File: config.mk
export PLATFORM = sky130hd
export DESIGN_NAME = encoder_counted_move_controller
export DESIGN_NICKNAME = d
export VERILOG_FILES = /design/src/design/ecmc_pkg.sv /design/src/design/encoder_counted_move_controller.sv
export SDC_FILE = /design/constraint.sdc
export NUM_CORES = 2
export LEC_CHECK = 0
export ABC_AREA = 1
export BUFFER_PORTS_ARGS = -buffer_cell sky130_fd_sc_hd__buf_4
export CAP_MARGIN = 20
export CORE_ASPECT_RATIO = 1.1
export CORE_MARGIN = 1.5
export CORE_UTILIZATION = 39
export CTS_BUF_LIST = sky130_fd_sc_hd__clkbuf_4 sky130_fd_sc_hd__clkbuf_8 sky130_fd_sc_hd__clkbuf_16
export CTS_CLUSTER_DIAMETER = 200
export DETAILED_ROUTE_END_ITERATION = 6
export MAX_ROUTING_LAYER = met4
export SKIP_CTS_REPAIR_TIMING = 1
export SYNTH_ARGS = -nofsm -noshare
export SYNTH_HDL_FRONTEND = slang
export SYNTH_SLANG_ARGS = --single-unit
File: constraint.sdc
create_clock -name clk -period 5.7 [get_ports clk]
set_input_delay 0.285 -clock clk [delete_from_list [all_inputs] [get_ports clk]]
set_output_delay 0.285 -clock clk [all_outputs]
set_load 0.005 [all_outputs]
File: src/design/ecmc_pkg.sv
// Package for the encoder-counted move controller.
// Holds the state and phase types, register indexes, move codes, constants and the duty clamp.
// Used by encoder_counted_move_controller, move_drive_checker and the testbench; depends on nothing.
`timescale 1ns / 1ps
`default_nettype none

package ecmc_pkg;

	localparam int BACK_TIMEOUT_DEF = 2400;
	localparam int TURN_TIMEOUT_DEF = 1200;

	localparam int DIV_BITS = 36;
	localparam int MUL_BITS = 16;

	typedef enum logic [2:0] {
		ST_IDLE,
		ST_PREP,
		ST_DIV,
		ST_STORE,
		ST_EVAL,
		ST_MUL,
		ST_STEER,
		ST_EMIT
	} state_t;

	typedef enum logic [1:0] {
		PH_COMP,
		PH_RIGHT,
		PH_LEFT
	} phase_t;

	localparam logic [1:0] KIND_FWD  = 2'd0;
	localparam logic [1:0] KIND_BACK = 2'd1;
	localparam logic [1:0] KIND_TURN = 2'd2;
	localparam logic [1:0] KIND_NONE = 2'd3;

	localparam logic ACT_START = 1'b0;
	localparam logic ACT_TICK  = 1'b1;

	localparam logic [2:0] CFG_BASE_SPEED = 3'd0;
	localparam logic [2:0] CFG_TURN_SPEED = 3'd1;
	localparam logic [2:0] CFG_RIGHT_MPP  = 3'd2;
	localparam logic [2:0] CFG_LEFT_MPP   = 3'd3;
	localparam logic [2:0] CFG_ARC        = 3'd4;

	localparam logic [7:0]  BASE_SPEED_RST = 8'd150;
	localparam logic [7:0]  TURN_SPEED_RST = 8'd120;
	localparam logic [15:0] MPP_RST        = 16'd4096;
	localparam logic [15:0] ARC_RST        = 16'd256;

	localparam logic [13:0] COMP_FWD_BASE = 14'd125;
	localparam logic [13:0] COMP_BACK     = 14'd120;
	localparam logic [13:0] COMP_TURN     = 14'd115;
	localparam logic [15:0] COMP_DIVISOR  = 16'd50;

	localparam logic [7:0]  DUTY_MIN = 8'd60;
	localparam logic [7:0]  DUTY_MAX = 8'd200;
	localparam logic [11:0] TICK_MAX = 12'd4095;

	function automatic logic [7:0] clamp_duty(input logic signed [38:0] v);
		logic [7:0] r;
		if (v < $signed({31'd0, DUTY_MIN})) begin
			r = DUTY_MIN;
		end else if (v > $signed({31'd0, DUTY_MAX})) begin
			r = DUTY_MAX;
		end else begin
			r = v[7:0];
		end
		return r;
	endfunction

endpackage

`default_nettype wire

File: src/design/encoder_counted_move_controller.sv
// Encoder-counted two-wheel move controller, top level.
// Stop counts come from a bit-serial divider, steering from a bit-serial multiplier.
// Depends on ecmc_pkg.
// A forward start runs three divisions (compensation, right stop, left stop), a backward or
// turn start two; a forward tick with both wheels still short of their stop runs both products.
// Each division yields one quotient bit a cycle; each wheel product is formed bit-serially too.
// One item is worked on at a time; the next is taken once the result is in the output register.
// Reset clears the configuration to its defaults and leaves the block idle with no move.
`timescale 1ns / 1ps
`default_nettype none

module encoder_counted_move_controller #(
	parameter int BACK_TIMEOUT_TICKS = ecmc_pkg::BACK_TIMEOUT_DEF,
	parameter int TURN_TIMEOUT_TICKS = ecmc_pkg::TURN_TIMEOUT_DEF
) (
	input  wire logic        clk,
	input  wire logic        arst_n,
	input  wire logic        s_tvalid,
	output logic             s_tready,
	// move_kind[1:0], turn_left[2], amount[18:3], right_pulses[22:19], left_pulses[26:23]
	input  wire logic [31:0] s_tdata,
	// action[0]
	input  wire logic        s_tuser,
	output logic             m_tvalid,
	input  wire logic        m_tready,
	// right_duty[7:0], left_duty[15:8], right_reverse[16], left_reverse[17], brake[18],
	// timed_out[19], busy_res[20]
	output logic [23:0]      m_tdata,
	input  wire logic        cfg_valid,
	output logic             cfg_ready,
	input  wire logic [2:0]  cfg_index,
	input  wire logic [15:0] cfg_data
);

	ecmc_pkg::state_t state_q, state_d;
	ecmc_pkg::phase_t phase_q;

	logic [7:0]  base_speed_q, turn_speed_q;
	logic [15:0] right_mpp_q, left_mpp_q, arc_q;

	logic [31:0] right_count_q, left_count_q, right_stop_q, left_stop_q;
	logic [1:0]  active_kind_q;
	logic        moving_q, turn_dir_q;
	logic [11:0] elapsed_q;
	logic [7:0]  right_duty_q, left_duty_q;
	logic        end_flag_q, tmo_flag_q;
	logic        m_tvalid_q;
	logic [23:0] m_tdata_q;
	logic [5:0]  cnt_q;
	logic        mul_right_q;

	logic [15:0] amount_q;
	logic [13:0] comp_q;
	logic [35:0] div_num_q;
	logic [15:0] div_rem_q;
	logic [15:0] div_den_q;
	logic [47:0] mul_acc_q;
	logic [15:0] mul_bits_q;
	logic [35:0] ld_q;

	logic        in_action, in_turn_left;
	logic [1:0]  in_kind;
	logic [15:0] in_amount;
	logic [3:0]  in_rpulses, in_lpulses;
	logic        accept, out_load;

	logic [16:0] rem_sh, rem_nx;
	logic        rem_ge;
	logic [35:0] num_nx;
	logic [31:0] target, stop_val;
	logic [18:0] seven_amount;
	logic [31:0] arc_prod;

	logic [32:0] rsum, lsum;
	logic        rdone, ldone, tmo_hit;
	logic [11:0] limit;

	logic [31:0] mul_src;
	logic [47:0] acc_nx;
	logic signed [36:0] diff_w;
	logic signed [38:0] base_w, twod_w;
	logic [7:0]  steer_l, steer_r;

	logic [7:0]  st_rduty, st_lduty;
	logic        st_rrev, st_lrev;

	assign in_action    = s_tuser;
	assign in_kind      = s_tdata[1:0];
	assign in_turn_left = s_tdata[2];
	assign in_amount    = s_tdata[18:3];
	assign in_rpulses   = s_tdata[22:19];
	assign in_lpulses   = s_tdata[26:23];

	assign cfg_ready = 1'b1;
	assign m_tvalid  = m_tvalid_q;
	assign m_tdata   = m_tdata_q;

	// Restoring division step, one quotient bit per cycle.
	assign rem_sh = {div_rem_q, div_num_q[35]};
	assign rem_ge = rem_sh >= {1'b0, div_den_q};
	assign rem_nx = rem_ge ? (rem_sh - {1'b0, div_den_q}) : rem_sh;
	assign num_nx = {div_num_q[34:0], rem_ge};

	assign target   = (|div_num_q[35:32]) ? 32'hFFFF_FFFF : div_num_q[31:0];
	assign stop_val = (target < {18'd0, comp_q}) ? target : (target - {18'd0, comp_q});

	assign seven_amount = {amount_q, 3'b000} - {3'b000, amount_q};
	assign arc_prod     = {16'd0, amount_q} * {16'd0, arc_q};

	assign rsum = {1'b0, right_count_q} + {29'd0, in_rpulses};
	assign lsum = {1'b0, left_count_q} + {29'd0, in_lpulses};

	assign rdone   = right_count_q >= right_stop_q;
	assign ldone   = left_count_q >= left_stop_q;
	assign limit   = (active_kind_q == ecmc_pkg::KIND_BACK) ? 12'(BACK_TIMEOUT_TICKS)
		: 12'(TURN_TIMEOUT_TICKS);
	assign tmo_hit = (active_kind_q != ecmc_pkg::KIND_FWD) && (elapsed_q > limit);

	// Shift-and-add product of a wheel count and its travel per pulse, MSB of the factor first.
	assign mul_src = mul_right_q ? right_count_q : left_count_q;
	assign acc_nx  = {mul_acc_q[46:0], 1'b0} + (mul_bits_q[15] ? {16'd0, mul_src} : 48'd0);

	assign diff_w  = $signed({1'b0, ld_q}) - $signed({1'b0, mul_acc_q[47:12]});
	assign base_w  = $signed({31'd0, base_speed_q});
	assign twod_w  = $signed({diff_w[36], diff_w, 1'b0});
	assign steer_l = ecmc_pkg::clamp_duty(base_w - twod_w);
	assign steer_r = ecmc_pkg::clamp_duty(base_w + twod_w);

	always_comb begin
		st_rduty = 8'd0;
		st_lduty = 8'd0;
		st_rrev  = 1'b0;
		st_lrev  = 1'b0;
		if (moving_q) begin
			st_rduty = right_duty_q;
			st_lduty = left_duty_q;
			case (active_kind_q)
				ecmc_pkg::KIND_FWD: begin
					st_rrev = 1'b0;
					st_lrev = 1'b1;
				end
				ecmc_pkg::KIND_BACK: begin
					st_rrev = 1'b1;
					st_lrev = 1'b0;
				end
				default: begin
					st_rrev = !turn_dir_q;
					st_lrev = !turn_dir_q;
				end
			endcase
		end
	end

	always_comb begin
		state_d = state_q;
		case (state_q)
			ecmc_pkg::ST_IDLE: begin
				if (s_tvalid) begin
					if (in_action == ecmc_pkg::ACT_START) begin
						state_d = (in_kind == ecmc_pkg::KIND_NONE) ? ecmc_pkg::ST_EMIT
							: ecmc_pkg::ST_PREP;
					end else begin
						state_d = moving_q ? ecmc_pkg::ST_EVAL : ecmc_pkg::ST_EMIT;
					end
				end
			end
			ecmc_pkg::ST_PREP: begin
				state_d = ecmc_pkg::ST_DIV;
			end
			ecmc_pkg::ST_DIV: begin
				if (cnt_q == 6'd0) begin
					state_d = ecmc_pkg::ST_STORE;
				end
			end
			ecmc_pkg::ST_STORE: begin
				state_d = (phase_q == ecmc_pkg::PH_LEFT) ? ecmc_pkg::ST_EVAL
					: ecmc_pkg::ST_PREP;
			end
			ecmc_pkg::ST_EVAL: begin
				if ((rdone && ldone) || tmo_hit) begin
					state_d = ecmc_pkg::ST_EMIT;
				end else if (active_kind_q == ecmc_pkg::KIND_FWD && !rdone && !ldone) begin
					state_d = ecmc_pkg::ST_MUL;
				end else begin
					state_d = ecmc_pkg::ST_EMIT;
				end
			end
			ecmc_pkg::ST_MUL: begin
				if (cnt_q == 6'd0 && mul_right_q) begin
					state_d = ecmc_pkg::ST_STEER;
				end
			end
			ecmc_pkg::ST_STEER: begin
				state_d = ecmc_pkg::ST_EMIT;
			end
			ecmc_pkg::ST_EMIT: begin
				if (!m_tvalid_q || m_tready) begin
					state_d = ecmc_pkg::ST_IDLE;
				end
			end
			default: begin
				state_d = ecmc_pkg::ST_IDLE;
			end
		endcase
	end

	always_comb begin
		s_tready = (state_q == ecmc_pkg::ST_IDLE);
		out_load = (state_q == ecmc_pkg::ST_EMIT) && (!m_tvalid_q || m_tready);
	end

	assign accept = s_tvalid && s_tready;

	always_ff @(posedge clk or negedge arst_n) begin
		if (!arst_n) begin
			state_q       <= ecmc_pkg::ST_IDLE;
			phase_q       <= ecmc_pkg::PH_COMP;
			base_speed_q  <= ecmc_pkg::BASE_SPEED_RST;
			turn_speed_q  <= ecmc_pkg::TURN_SPEED_RST;
			right_mpp_q   <= ecmc_pkg::MPP_RST;
			left_mpp_q    <= ecmc_pkg::MPP_RST;
			arc_q         <= ecmc_pkg::ARC_RST;
			right_count_q <= 32'd0;
			left_count_q  <= 32'd0;
			right_stop_q  <= 32'd0;
			left_stop_q   <= 32'd0;
			active_kind_q <= ecmc_pkg::KIND_FWD;
			moving_q      <= 1'b0;
			turn_dir_q    <= 1'b0;
			elapsed_q     <= 12'd0;
			right_duty_q  <= 8'd0;
			left_duty_q   <= 8'd0;
			end_flag_q    <= 1'b0;
			tmo_flag_q    <= 1'b0;
			m_tvalid_q    <= 1'b0;
			cnt_q         <= 6'd0;
			mul_right_q   <= 1'b0;
		end else begin
			state_q <= state_d;

			if (cfg_valid && cfg_ready) begin
				case (cfg_index)
					ecmc_pkg::CFG_BASE_SPEED: base_speed_q <= cfg_data[7:0];
					ecmc_pkg::CFG_TURN_SPEED: turn_speed_q <= cfg_data[7:0];
					ecmc_pkg::CFG_RIGHT_MPP:  right_mpp_q  <= cfg_data;
					ecmc_pkg::CFG_LEFT_MPP:   left_mpp_q   <= cfg_data;
					ecmc_pkg::CFG_ARC:        arc_q        <= cfg_data;
					default: begin
					end
				endcase
			end

			if (out_load) begin
				m_tvalid_q <= 1'b1;
			end else if (m_tready) begin
				m_tvalid_q <= 1'b0;
			end

			case (state_q)
				ecmc_pkg::ST_IDLE: begin
					if (accept) begin
						end_flag_q <= 1'b0;
						tmo_flag_q <= 1'b0;
						if (in_action == ecmc_pkg::ACT_START) begin
							if (in_kind != ecmc_pkg::KIND_NONE) begin
								active_kind_q <= in_kind;
								turn_dir_q    <= in_turn_left;
								right_count_q <= 32'd0;
								left_count_q  <= 32'd0;
								elapsed_q     <= 12'd0;
								moving_q      <= 1'b1;
								if (in_kind == ecmc_pkg::KIND_TURN) begin
									right_duty_q <= turn_speed_q;
									left_duty_q  <= turn_speed_q;
								end else begin
									right_duty_q <= base_speed_q;
									left_duty_q  <= base_speed_q;
								end
								phase_q <= (in_kind == ecmc_pkg::KIND_FWD) ? ecmc_pkg::PH_COMP
									: ecmc_pkg::PH_RIGHT;
							end
						end else if (moving_q) begin
							right_count_q <= rsum[32] ? 32'hFFFF_FFFF : rsum[31:0];
							left_count_q  <= lsum[32] ? 32'hFFFF_FFFF : lsum[31:0];
							if (elapsed_q != ecmc_pkg::TICK_MAX) begin
								elapsed_q <= elapsed_q + 12'd1;
							end
						end
					end
				end
				ecmc_pkg::ST_PREP: begin
					cnt_q <= 6'(ecmc_pkg::DIV_BITS - 1);
				end
				ecmc_pkg::ST_DIV: begin
					cnt_q <= cnt_q - 6'd1;
				end
				ecmc_pkg::ST_STORE: begin
					case (phase_q)
						ecmc_pkg::PH_COMP: phase_q <= ecmc_pkg::PH_RIGHT;
						ecmc_pkg::PH_RIGHT: begin
							right_stop_q <= stop_val;
							phase_q      <= ecmc_pkg::PH_LEFT;
						end
						default: left_stop_q <= stop_val;
					endcase
				end
				ecmc_pkg::ST_EVAL: begin
					if ((rdone && ldone) || tmo_hit) begin
						moving_q     <= 1'b0;
						right_duty_q <= 8'd0;
						left_duty_q  <= 8'd0;
						end_flag_q   <= 1'b1;
						tmo_flag_q   <= !(rdone && ldone);
					end else if (active_kind_q == ecmc_pkg::KIND_FWD && !rdone && !ldone) begin
						cnt_q       <= 6'(ecmc_pkg::MUL_BITS - 1);
						mul_right_q <= 1'b0;
					end else begin
						if (rdone) begin
							right_duty_q <= 8'd0;
						end
						if (ldone) begin
							left_duty_q <= 8'd0;
						end
					end
				end
				ecmc_pkg::ST_MUL: begin
					if (cnt_q == 6'd0 && !mul_right_q) begin
						mul_right_q <= 1'b1;
						cnt_q       <= 6'(ecmc_pkg::MUL_BITS - 1);
					end else begin
						cnt_q <= cnt_q - 6'd1;
					end
				end
				ecmc_pkg::ST_STEER: begin
					right_duty_q <= steer_r;
					left_duty_q  <= steer_l;
				end
				default: begin
				end
			endcase
		end
	end

	always_ff @(posedge clk) begin
		case (state_q)
			ecmc_pkg::ST_IDLE: begin
				if (accept) begin
					amount_q <= in_amount;
					comp_q   <= (in_kind == ecmc_pkg::KIND_TURN) ? ecmc_pkg::COMP_TURN
						: ecmc_pkg::COMP_BACK;
				end
			end
			ecmc_pkg::ST_PREP: begin
				div_rem_q <= 16'd0;
				case (phase_q)
					ecmc_pkg::PH_COMP: begin
						div_num_q <= {17'd0, seven_amount};
						div_den_q <= ecmc_pkg::COMP_DIVISOR;
					end
					default: begin
						if (active_kind_q == ecmc_pkg::KIND_TURN) begin
							div_num_q <= {arc_prod, 4'd0};
						end else begin
							div_num_q <= {8'd0, amount_q, 12'd0};
						end
						div_den_q <= (phase_q == ecmc_pkg::PH_RIGHT) ? right_mpp_q : left_mpp_q;
					end
				endcase
			end
			ecmc_pkg::ST_DIV: begin
				div_rem_q <= rem_nx[15:0];
				div_num_q <= num_nx;
			end
			ecmc_pkg::ST_STORE: begin
				if (phase_q == ecmc_pkg::PH_COMP) begin
					comp_q <= ecmc_pkg::COMP_FWD_BASE + div_num_q[13:0];
				end
			end
			ecmc_pkg::ST_EVAL: begin
				mul_acc_q  <= 48'd0;
				mul_bits_q <= left_mpp_q;
			end
			ecmc_pkg::ST_MUL: begin
				if (cnt_q == 6'd0 && !mul_right_q) begin
					ld_q       <= acc_nx[47:12];
					mul_acc_q  <= 48'd0;
					mul_bits_q <= right_mpp_q;
				end else begin
					mul_acc_q  <= acc_nx;
					mul_bits_q <= {mul_bits_q[14:0], 1'b0};
				end
			end
			ecmc_pkg::ST_EMIT: begin
				if (out_load) begin
					m_tdata_q <= {3'd0, moving_q, tmo_flag_q, end_flag_q, st_lrev, st_rrev,
						st_lduty, st_rduty};
				end
			end
			default: begin
			end
		endcase
	end

endmodule

`default_nettype wire

**After elaboration in Yosys (flattened, before gate mapping)**

Index checks and enable logic that the tools add are counted.

- $mul: 1
- Magnitude comparators: 9
- Add/subtract/negate cells: 12
- Mux-type cells: 85
- Shifts and indexed selects: 0
- Equal/unequal tests: 37
- Bitwise logic cells: 2
- Reduce and logical (&&, ||, !) cells: 55
- Div/mod/pow operators: 0

Operators with widths:

| kind | count |
|---|---|
| 2-to-1 mux 32 bit | 11 |
| 2-to-1 mux 8 bit | 14 |
| one-hot mux 48 bit (2 select lines) | 1 |
| > comparator 39 x 9 -> 1 bit, second input constant | 2 |
| less-than comparator 39 x 7 -> 1 bit, second input constant | 2 |
| 2-to-1 mux 36 bit | 2 |
| one-hot mux 36 bit (2 select lines) | 1 |
| adder 32 x 4 -> 33 bit | 2 |
| greater-or-equal comparator 32 bit | 2 |
| one-hot mux 16 bit (2 select lines) | 2 |
| 2-to-1 mux 12 bit | 5 |
| adder 48 x 32 -> 48 bit | 1 |
| 2-to-1 mux 16 bit | 3 |
| 2-to-1 mux 48 bit | 1 |
| one-hot mux 8 bit (3 select lines) | 2 |
| adder 9 x 38 -> 39 bit | 1 |
| subtractor 9 x 38 -> 39 bit | 1 |
| subtractor 36 x 36 -> 37 bit | 1 |
| less-than comparator 32 x 14 -> 1 bit | 1 |
| multiplier 16 x 16 -> 32 bit | 1 |
| subtractor 32 x 14 -> 32 bit | 1 |
| 2-to-1 mux 14 bit | 2 |
| one-hot mux 14 bit (2 select lines) | 1 |
| one-hot mux 3 bit (8 select lines) | 1 |
| other kinds (41) | 140 |

- Input bits: 57
- Word-level logic and storage cells: 233
- Latch bits: 0
- Register bits after elaboration: 458
- ROM bits: 0
- Output and inout bits: 27
- Memories kept: 0
- Memory bits (writable): 0

**Depth between registers and ports, before layout**

- Word-level depth: 7
- Mapped depth: 33
- Depth with buffers taken out: 32

**Worst setup path before layout**

OpenSTA, ideal clock, no wires.

- Path kind: register to register
- From: register amount_q[8]
- To: register div_num_q[29] (data pin)
- Clock period less this slack: 6317 ps
- Arrival: 6060 ps
- Stages on the path, launching flop included: 27
- Buffers on the path: 2
- Path slack: -617 ps
- Cell sequence: edfxtp_1 clkbuf_1 clkbuf_1 nand2_1 fa_1 inv_1 fa_1 inv_1 fa_1 inv_1 fa_1 inv_1 fa_1 inv_1 fa_1 ha_1 nand2_1 nor2_1 inv_1 nor3_1 a21oi_1 o21ai_0 a21oi_1 inv_1 a21oi_1 or2_2 a32o_1

- Cells in the longest elaborated chain, start to end: 4

RTL lines:

| item | RTL line | source |
|---|---|---|
| from (decl) | encoder_counted_move_controller.sv:52 | `logic [15:0] amount_q;` |
| from (signal assigned) | encoder_counted_move_controller.sv:348 | `amount_q <= in_amount;` |
| multiplier 16 x 16 -> 32 bit | encoder_counted_move_controller.sv:108 | `assign arc_prod = {16'd0, amount_q} * {16'd0, arc_q};` |
| 2-to-1 mux 36 bit | encoder_counted_move_controller.sv:361 | `if (active_kind_q == ecmc_pkg::KIND_TURN) begin` |
| 2-to-1 mux 36 bit | encoder_counted_move_controller.sv:355 | `case (phase_q)` |
| one-hot mux 36 bit (2 select lines) | encoder_counted_move_controller.sv:345 | `case (state_q)` |
| to (signal assigned) | encoder_counted_move_controller.sv:357 | `div_num_q <= {17'd0, seven_amount};` |
| to (signal assigned) | encoder_counted_move_controller.sv:362 | `div_num_q <= {arc_prod, 4'd0};` |
| to (signal assigned) | encoder_counted_move_controller.sv:364 | `div_num_q <= {8'd0, amount_q, 12'd0};` |
| to (decl) | encoder_counted_move_controller.sv:54 | `logic [35:0] div_num_q;` |

Every way passes these cells.
A chain may end at the register's enable or synchronous reset.

**Worst setup path in the final report**

- From: register arc_q[8]
- To: register div_num_q[29] (data pin)

- Cells in the longest elaborated chain, start to end: 4

RTL lines:

| item | RTL line | source |
|---|---|---|
| from (decl) | encoder_counted_move_controller.sv:39 | `logic [15:0] right_mpp_q, left_mpp_q, arc_q;` |
| from (signal assigned) | encoder_counted_move_controller.sv:222 | `arc_q <= ecmc_pkg::ARC_RST;` |
| from (signal assigned) | encoder_counted_move_controller.sv:247 | `ecmc_pkg::CFG_ARC: arc_q <= cfg_data;` |
| multiplier 16 x 16 -> 32 bit | encoder_counted_move_controller.sv:108 |  |
| 2-to-1 mux 36 bit | encoder_counted_move_controller.sv:361 |  |
| 2-to-1 mux 36 bit | encoder_counted_move_controller.sv:355 |  |
| one-hot mux 36 bit (2 select lines) | encoder_counted_move_controller.sv:345 |  |

Every way passes these cells.

==> flow_summary.ini <==
[run_status]
outcome = complete, but fails checks
violations = setup timing

[clock_network]
clock_latency_ps = 650
clock_path_buffers = 3
h-tree-depth = 2
cts_root_buffer = clkbuf_16
cts_buffers = 55
cts.sinks = 458
clk_pin_slew_worst_paths_ps = 70
cts_tree = yes

[route]
drt_pass1_iterations = 5
wl_met2_um = 60700
routed-via-count = 36000
drtIter0Drc = 2267
drc = 0
top_layer = met4
wl_met1_um = 48900
wl_per_cell_um = 16.4
drt.antenna.violating_nets = 0
dr_wl_met3_um = 4190
via_per_inst = 5.01
routed_wl_um = 118000

[place]
dp_hpwl_um = 94000
gp_congestion = 0.934
place_inst = 7031
io_buffer_count = 74

[global_route]
track_usage_pct = 22.5
antenna_found_initial = 2
grt_overflow = 0
grt_pass1_wl_um = 188000
grt_pass1_vias = 35600
grt_max_degree = 100

[die]
dieWidth_um = 313
boundaryPins = 84
core-area_sq_um = 104000
start_util_pct = 39.5
fp.dieH_um = 344
dieArea_sq_um = 108000
placementRows = 124

[worst_setup_path]
rr_startpoint = arc_q[8]
end_kind = flop
path_class = reg -> reg
crit_required_ps = 6080
r2r_setup_slack_ps = -80
cp-start-kind = flop
r2r_end = div_num_q[29]
crit_fanout = 5
arrival_ps = 6170
crit_start = arc_q[8]
reg2reg_depth = 23

[hold_path]
hold_class = in -> reg
min_from = s_tdata[23]
hold-path-endpoint = left_count_q[0]
min_delay_path_depth = 4

[synthesis]
synth_edf_count = 219
synth.largest_area_cell = edfxtp_1
synth.top_cell.area_share_pct = 16.0
syn_avg_cell_area_sq_um = 7.41
synth-seq-cells = 458
syn_area_sq_um = 41200
yosysSeqAreaShare_pct = 30.5
synthCells = 5557
synthArstFlopShare_pct = 52.2
synthTopCellsByArea = edfxtp_1 16%, dfrtp_1 14%, nand2_1 12%
synth_cell_types = 64
synth_flop_cell = dfrtp_1
yosys_warnings = 0

[sta]
tns_ps = -253
finalSetupViolations = 6
layout_setup_ws_ps = -84.0
max_clock_freq_ghz = 0.173
fin_skew_ps = 26.2
hold_viol = 0
grt_setup_unrepaired = true
slew-limit-headroom_pct = 27.7
period_needed_ps = 5780
fin_crit_sh_pct = 101
worst_slew_pin_slew_ps = 1080
final_max_slew_viol_count = 0

[flow_run]
cap_violations = 0

[cells_and_area]
fillers = 10600
drive_gt1_share_pct = 11.0
fin_cells = 7187
post-route-util_pct = 45.4
nNetsFinal = 6323
area_growth_pct = 14.8
-- final cells by class --
class	count	area, sq um	share of cell area [%]
multi-input cells	3865	24500	51.9
well taps	1386	1730	3.67
repair buffers	296	2520	5.32
clock buffers	77	1610	3.41
flip-flops and latches	458	12600	26.6
clock inverters	27	287	0.606
diodes	1	2.50	0.00529
inverters	1077	4040	8.54
-- metrics by stage --
step                      cell area (sq um)  hold slack (ps)  setup WS (ps)
after floorplan                       41700            -10.6          -50.3
after CTS                             46400             -394           -255
final                                 47300             9.67          -84.0
after detailed placement              44500              313           -234
after global placement                44500              317           -194
after global routing                  47300             21.9           -292
-- state kept, by name (all words and copies together) (netlist names), 3 cells and up --
name	cells
turn_speed_q	8
mul_bits_q	16
mul_acc_q	48
left_mpp_q	16
amount_q	16
right_duty_q	8
div_rem_q	16
left_duty_q	8
cnt_q	6
right_count_q	32
right_mpp_q	16
comp_q	14
right_stop_q	32
left_count_q	32
state_q	3
left_stop_q	32
elapsed_q	12
m_tdata	21
arc_q	16
ld_q	36
div_den_q	16
base_speed_q	8
div_num_q	36
-- layout by cell type, fill, tap and decap left out, types with 194 or more instances in the layout --
cell type and n:
a21oi_1 284, buf_4 239, dfrtp_1 222, edfxtp_1 219, fa_1 194, ha_1 296
inv_1 1031, nand2_1 1305, nand3_1 198, nor2_1 439, o21ai_0 408
-- worst max-delay path, cell delays in order, from the launching register on --
cell     delay [ps]
dfstp_2         560
buf_12          120
nand2_1          70
fa_1            510
inv_1            60
fa_1            430
fa_2            580
inv_1            50
fa_1            470
inv_1            50
fa_1            520
fa_1            450
ha_4            310
nand2_4          50
nor2_4           70
inv_2            60
nor3_4          220
a21oi_2         100
o21ai_2         170
a21oi_2          80
inv_1            80
a21oi_2          70
or2_4           230
a32o_1          210
-- cells by family after synthesis --
group	synth area share, %
flops	30.5
other cells	0.0182
xor+xnor	3.78
buf+inv	11.3
compound gates	11.6
simple gates	23.6
fa+ha+maj	19.3
-- Yosys cell counts (all sizes together) (89+ instances only) --
library cell	n
inv	1070
nand3	211
nor2	487
clkbuf	145
o21ai	444
dfrtp	228
nor3	89
a21oi	304
xor2	143
ha	311
fa	202
edfxtp	219
nand2	1375
-- how the worst max path moves through the flow --
stage,to,cells past startpoint
final,div_num_q[29],23
after global routing,div_num_q[35],26
after CTS,div_num_q[29],22
after detailed placement,div_num_q[29],22
after global placement,div_num_q[29],22
after floorplan,div_num_q[29],26
-- routing by layer --
| layer | vias up | GRT usage (%) |
|---|---|---|
| met5 | - | - |
| met1 | 17000 | 26.2 |
| met3 | 211 | 2.04 |
| met2 | 722 | 40.6 |
| li1 | 18100 | - |
| met4 | 0 | 7.15 |
Power is not shown: default switching activity piles up to over one toggle a cycle in this logic, so the estimate is an artifact.
